`src/design/d2f_pkg.sv`:
```
// Package for the binary64 to binary32 saturating converter.
// Holds the format constants shared by the converter datapath and the top level.
package d2f_pkg;
  localparam int unsigned DblW = 64;
  localparam int unsigned FltW = 32;
  localparam logic [31:0] QNAN32 = 32'h7FC0_0000;
  localparam logic [30:0] INF31 = 31'h7F80_0000;
  localparam logic [30:0] MAX31 = 31'h7F7F_FFFF;
  localparam logic [62:0] FLT_MAX_AS63 = 63'h47EF_FFFF_E000_0000;
endpackage

```
`src/design/d2f_conv.sv`:
```
// Combinational binary64 to binary32 conversion with round to nearest even.
// Depends on d2f_pkg for format constants.
module d2f_conv import d2f_pkg::*; (
  input  logic [DblW-1:0] dbl,
  output logic [FltW-1:0] flt
);
  logic        sgn;
  logic [10:0] ex;
  logic [51:0] frac;
  logic [52:0] mant;
  logic [5:0]  sh;
  logic [52:0] q;
  logic [52:0] rem;
  logic [53:0] half;
  logic [52:0] msk;
  logic [52:0] qr;
  logic [30:0] mag;

  always_comb begin
    sgn  = dbl[63];
    ex   = dbl[62:52];
    frac = dbl[51:0];
    mant = {1'b1, frac};
    // Normal results shift by 29; subnormal results by 926 - ex, capped at 54.
    if (ex >= 11'd897) begin
      sh = 6'd29;
    end else if (ex <= 11'd872) begin
      sh = 6'd54;
    end else begin
      sh = 6'(11'd926 - ex);
    end
    q    = mant >> sh;
    msk  = ~(53'h1F_FFFF_FFFF_FFFF << sh);
    rem  = mant & msk;
    // At the largest shift the half point lies above every mantissa, so it needs one more bit.
    half = 54'd1 << (sh - 6'd1);
    qr   = q + {52'd0, ({1'b0, rem} > half) || (({1'b0, rem} == half) && q[0])};
    if (ex >= 11'd897) begin
      // The rounding carry propagates into the exponent field.
      mag = 31'({20'd0, ex - 11'd896} << 23) - 31'h0080_0000 + 31'(qr);
    end else begin
      mag = 31'(qr);
    end
    if (ex == 11'h7FF) begin
      flt = (frac != 52'd0) ? QNAN32 : {sgn, INF31};
    end else if (ex == 11'd0) begin
      flt = {sgn, 30'd0, frac != 52'd0};
    end else if (dbl[62:0] > FLT_MAX_AS63) begin
      flt = {sgn, MAX31};
    end else begin
      flt = {sgn, mag};
    end
  end
endmodule

```
`src/design/double_to_float_saturating.sv`:
```
// Converts one binary64 bit pattern per cycle into a saturating binary32 pattern.
// Transfers enter an input register, are converted, and leave from a result
// register; either register moves whenever its downstream side is free.
// One item is taken every cycle while the output is not stalled. Depends on d2f_pkg
// and d2f_conv.
module double_to_float_saturating import d2f_pkg::*; (
  input  logic            clk,
  input  logic            rst_n,
  input  logic            in_valid,
  output logic            in_stall,
  input  logic [DblW-1:0] in_double_bits,
  output logic            out_valid,
  input  logic            out_stall,
  output logic [FltW-1:0] out_float_bits
);
  logic            a_vld_r;
  logic [DblW-1:0] a_dat_r;
  logic            o_vld_r;
  logic [FltW-1:0] o_dat_r;
  logic [FltW-1:0] conv;
  logic            o_take;
  logic            a_take;

  d2f_conv u_conv (.dbl(a_dat_r), .flt(conv));

  assign o_take   = !o_vld_r || !out_stall;
  assign a_take   = !a_vld_r || o_take;
  assign in_stall = !a_take;
  assign out_valid      = o_vld_r;
  assign out_float_bits = o_dat_r;

  always_ff @(posedge clk) begin
    if (!rst_n) begin
      a_vld_r <= 1'b0;
      o_vld_r <= 1'b0;
    end else begin
      if (a_take) begin
        a_vld_r <= in_valid;
      end
      if (o_take) begin
        o_vld_r <= a_vld_r;
      end
    end
  end

  always_ff @(posedge clk) begin
    if (a_take && in_valid) begin
      a_dat_r <= in_double_bits;
    end
    if (o_take && a_vld_r) begin
      o_dat_r <= conv;
    end
  end

`ifndef NO_ASSERTIONS
  a_hold: assert property (@(posedge clk) disable iff (!rst_n)
    o_vld_r && out_stall |=> o_vld_r && $stable(o_dat_r))
    else $error("result changed while stalled");
  a_move: assert property (@(posedge clk) disable iff (!rst_n)
    a_vld_r && o_take |=> o_vld_r)
    else $error("converted item lost");
  a_stall: assert property (@(posedge clk) disable iff (!rst_n)
    in_stall |-> a_vld_r && o_vld_r && out_stall)
    else $error("input stalled without cause");
`endif
endmodule

```
`config.mk`:
```
export PLATFORM = sky130hd
export DESIGN_NAME = double_to_float_saturating
export DESIGN_NICKNAME = d
export VERILOG_FILES = /design/src/design/d2f_pkg.sv /design/src/design/d2f_conv.sv /design/src/design/double_to_float_saturating.sv
export SDC_FILE = /design/constraint.sdc
export NUM_CORES = 1
export LEC_CHECK = 0
export BUFFER_PORTS_ARGS = -buffer_cell sky130_fd_sc_hd__buf_2
export CORE_MARGIN = 3
export CORE_UTILIZATION = 38
export CTS_CLUSTER_DIAMETER = 50
export DETAILED_ROUTE_END_ITERATION = 8
export PLACE_DENSITY = 0.54
export SYNTH_ARGS = -nofsm -noshare
export SYNTH_HDL_FRONTEND = slang
export SYNTH_HIERARCHICAL = 1
export SYNTH_SLANG_ARGS = --single-unit
export TNS_END_PERCENT = 50
```
`constraint.sdc`:
```
create_clock -name clk -period 18.82 [get_ports clk]
set_input_delay 1.882 -clock clk [delete_from_list [all_inputs] [get_ports clk]]
set_output_delay 1.882 -clock clk [all_outputs]
set_load 0.05 [all_outputs]
```
==> results.txt <==
- Result of the run: finished, final reports clean
- Final std cells w/o fill: 1,591
* Iteration-0 DRC count of the detailed router: 1,599
* Type of the setup path with the least slack: register to register
* Detailed-router iteration count before antenna repair: 6
* Tmin final: 10.20 ns
* CTS tree: built
- Using the TritonRoute via totals, the vias-per-cell ratio works out to 6.51.
- Timing analysis after detailed placement gives a worst setup slack of 8.77 ns.
- Fraction of layout instances using a drive strength above 1: 15.9%
* Final global-route overflow total: 0
- Netlist cell types: 98
* Crit share post-route: 54.2%
- Share of the synthesized area in the top cell type: 28.8%
- Among cell families on the critical path, the largest total delay comes from simple AND/OR/NAND/NOR gates.
- Post-layout net count: 1,400
- The cell area that synthesis handed to floorplanning was 10,000 sq um.
* Master cell of the clock root buffer: sky130_fd_sc_hd__clkbuf_16
* Endpoints failing hold: 0
* Combinational share of power: 37.0%
* Area growth from synthesis to final layout: 11.4%
- Yosys instantiated no cell more often than sky130_fd_sc_hd__nand2_1.
- The largest individual stage delay along the critical path comes from the cell sky130_fd_sc_hd__a31o_2.
- At the pin with the least slew margin, the transition time is 1.45 ns.
* Worst EP arrival: 10.30 ns
* Hold-fix buffer count after cts: 0
* Net switching power: 300 uW
- Post-CTS repair changed the size of 0 cells.
- Number of buffers created by CTS: 9
- For the worst setup path, the data required time is 18.92 ns.
- In this run the number of H-tree levels came out at 3.
- Power density of the placed cells: 69.1 nW/um^2
* Number of diodes added for antenna fixing: 0
- Worst Hold Slack: 0.523 ns
- Net switching fraction of the power: 39.1%
- Power share of the clock group: 27.2%
* Total global-route track usage: 28.7%
- The floorplan has 58 rows.
- In this run the remaining antenna-violating nets after routing total 0.
- Count of final max-slew check failures: 0
- Largest net degree at the start of global routing: 65
- Biggest area consumer among synthesized cells: sky130_fd_sc_hd__edfxtp_1
- Setup Viol. Count Final: 0
- Counting flops with a built-in enable in the synthesized netlist gives 96.
- Port buffering added 101 buffers.
- Insertion delay to the later sink of the worst-skew pair: 0.37 ns
- Count of vias placed by the detailed router: 10,400
- The path class of the tightest hold or removal check is register to register.
- Measured along the x axis, the die boundary spans 168 um.
- The initial antenna violation count is 1.
- Synthesized instance count: 1,185
* Internal power: 469 uW
- After clock tree synthesis, the clock-pin slew on the worst setup and hold paths is 0.08 ns.
- Max-cap violations in this run came to 0.
* Average wire length per cell after detail routing: 26.3 um
- Among all flip-flop cells after synthesis, the most frequent one is sky130_fd_sc_hd__edfxtp_1.
- TritonCTS Sinks: 98
- The die covers 28,300 sq um.
- Ranked by instance count, the synthesized netlist is headed by sky130_fd_sc_hd__nand2_1, sky130_fd_sc_hd__edfxtp_1, sky130_fd_sc_hd__a21oi_1, sky130_fd_sc_hd__ha_1, sky130_fd_sc_hd__nor2_1.
- For the final routed database, the setup TNS stands at 0 ns.
- Ranking of synthesized cells by area: sky130_fd_sc_hd__edfxtp_1, sky130_fd_sc_hd__ha_1, sky130_fd_sc_hd__nand2_1
- Mean cell area of the mapped netlist: 8.44 sq um
- The number of global-route vias before repair was 9,690.
- The number of placed instances, taps included, is 1,575.
* # IOs: 102
* Count of synthesis-stage warnings from yosys: 6
- Routability-driven placement finished with a final weighted congestion of 1.01.
- Post-synthesis sequential area ratio: 29.2%
- After synthesis the netlist holds a flip-flop and latch count of 98.
- Post-DP HPWL: 31,500 um
- Of the total power, registers draw 35.8%.
- Height of the die: 168 um
* Maximum clock insertion buffer count: 2
- The number of buffers and inverters on the critical path is 3.
- In this run the register-to-register setup slack is 8.62 ns.
* Final critical-path setup slack: 8.62 ns
- In the routed design, unresolved DRC markers number 0.
* Upper clock frequency limit: 0.0981 GHz
- The initial utilization of the core area, before any placement, comes to 39.2%.
- The worst setup path is launched from a register.
- The first global-routing pass estimated 62,300 um of wire.
- Unrepaired setup endpoints after global routing: no
- Measured against its own limit, the worst slew margin works out to 3.35%.
* Cell occurring most often along the worst timing path: sky130_fd_sc_hd__ha_1
- Largest fanout of any net on the critical path: 35
* Core outline area: 25,500 sq um
- In this design, the stage delay of the slowest critical-path cell is 0.78 ns.
- Worst IR drop on VDD: 34.0 uV
* Element type at the critical path end: register
* Post-CTS Setup Bufs: 0
- Static leakage power: 0.00420 uW
* Total power after layout: 769 uW
* Sum of routed wire length over all layers: 41,800 um
* Share of async-settable or async-resettable flops after synthesis: 0%
- Skew final: 0.0136 ns
-- routing by layer --
layer	global-route usage, %	share of wire (%)	vias to the layer above	routed length (um)
li1	-	-	4714	-
met1	38.6	42	4929	17500
met2	44.4	44	592	18500
met3	6.46	9.3	121	3870
met4	11.9	4.6	2	1910
met5	0	0.029	-	12
-- power by group through the flow --
stage               combinational (uW)  sequential (uW)  clock (uW)
floorplan                          176              288           0
global placement                   277              280           0
detailed placement                 276              280           0
CTS                                277              275         214
global route                       305              277         223
finish                             285              275         209
-- layout by cell type, fill, tap and decap left out, drive strengths merged, types with 21 or more instances in the layout --
cell and count:
nor4 28, buf 128, nand2 118, o21ai 62, nor3 52, nand3 51, ha 75, nand4 35
a21o 21, a31oi 22, o22ai 32, xnor2 22, inv 45, and2 23, a21oi 85, edfxtp 96
nor2 76
-- sequential cells by signal, summed over array words and instances, names as in the netlist --
name	count
out_valid	1
out_float_bits	32
a_vld_r	1
a_dat_r	64
-- through the flow --
step / util, % / cell area [sq um]
floorplan: - / 10100
global placement: 42.3 / 10800
detailed placement: 42.3 / 10800
CTS: 43.6 / 11100
global route: 43.6 / 11100
finish: 43.6 / 11100
-- logic make-up after synthesis --
group,synth area share (%)
flip-flops,29.2
other,0.0751
AND/OR/NAND/NOR,23.3
buffers and inverters,5.68
XOR/XNOR,3.07
adder cells (fa/ha/maj),9.58
multiplexers,2.15
AO/OA/AOI/OAI,26.9
-- layout make-up --
type	instances	area (sq um)
multi-input combinational	975	6610
inverter	44	165
fill	2607	14400
clock inverter	6	90.1
sequential	98	2920
timing repair buffer	128	708
tap	330	413
clock buffer	10	229
-- worst reg2reg max path: cells and delay by family, from the launching register on --
| kind | cells | cell delay [ns] |
|---|---|---|
| flops | 1 | 0.36 |
| compound gates | 14 | 2.94 |
| simple gates | 12 | 4.20 |
| buf+inv | 3 | 0.33 |
| fa+ha+maj | 7 | 1.85 |
| xor+xnor | 2 | 0.25 |
-- worst paths after layout --
path,start,end,depth (start not counted)
setup / recovery,a_dat_r[52],out_float_bits[30],38
hold / removal,a_vld_r,out_valid,2
setup reg to reg,a_dat_r[52],out_float_bits[30],38
hold reg to reg,a_vld_r,out_valid,2
Power figures use the tool's default switching activity.
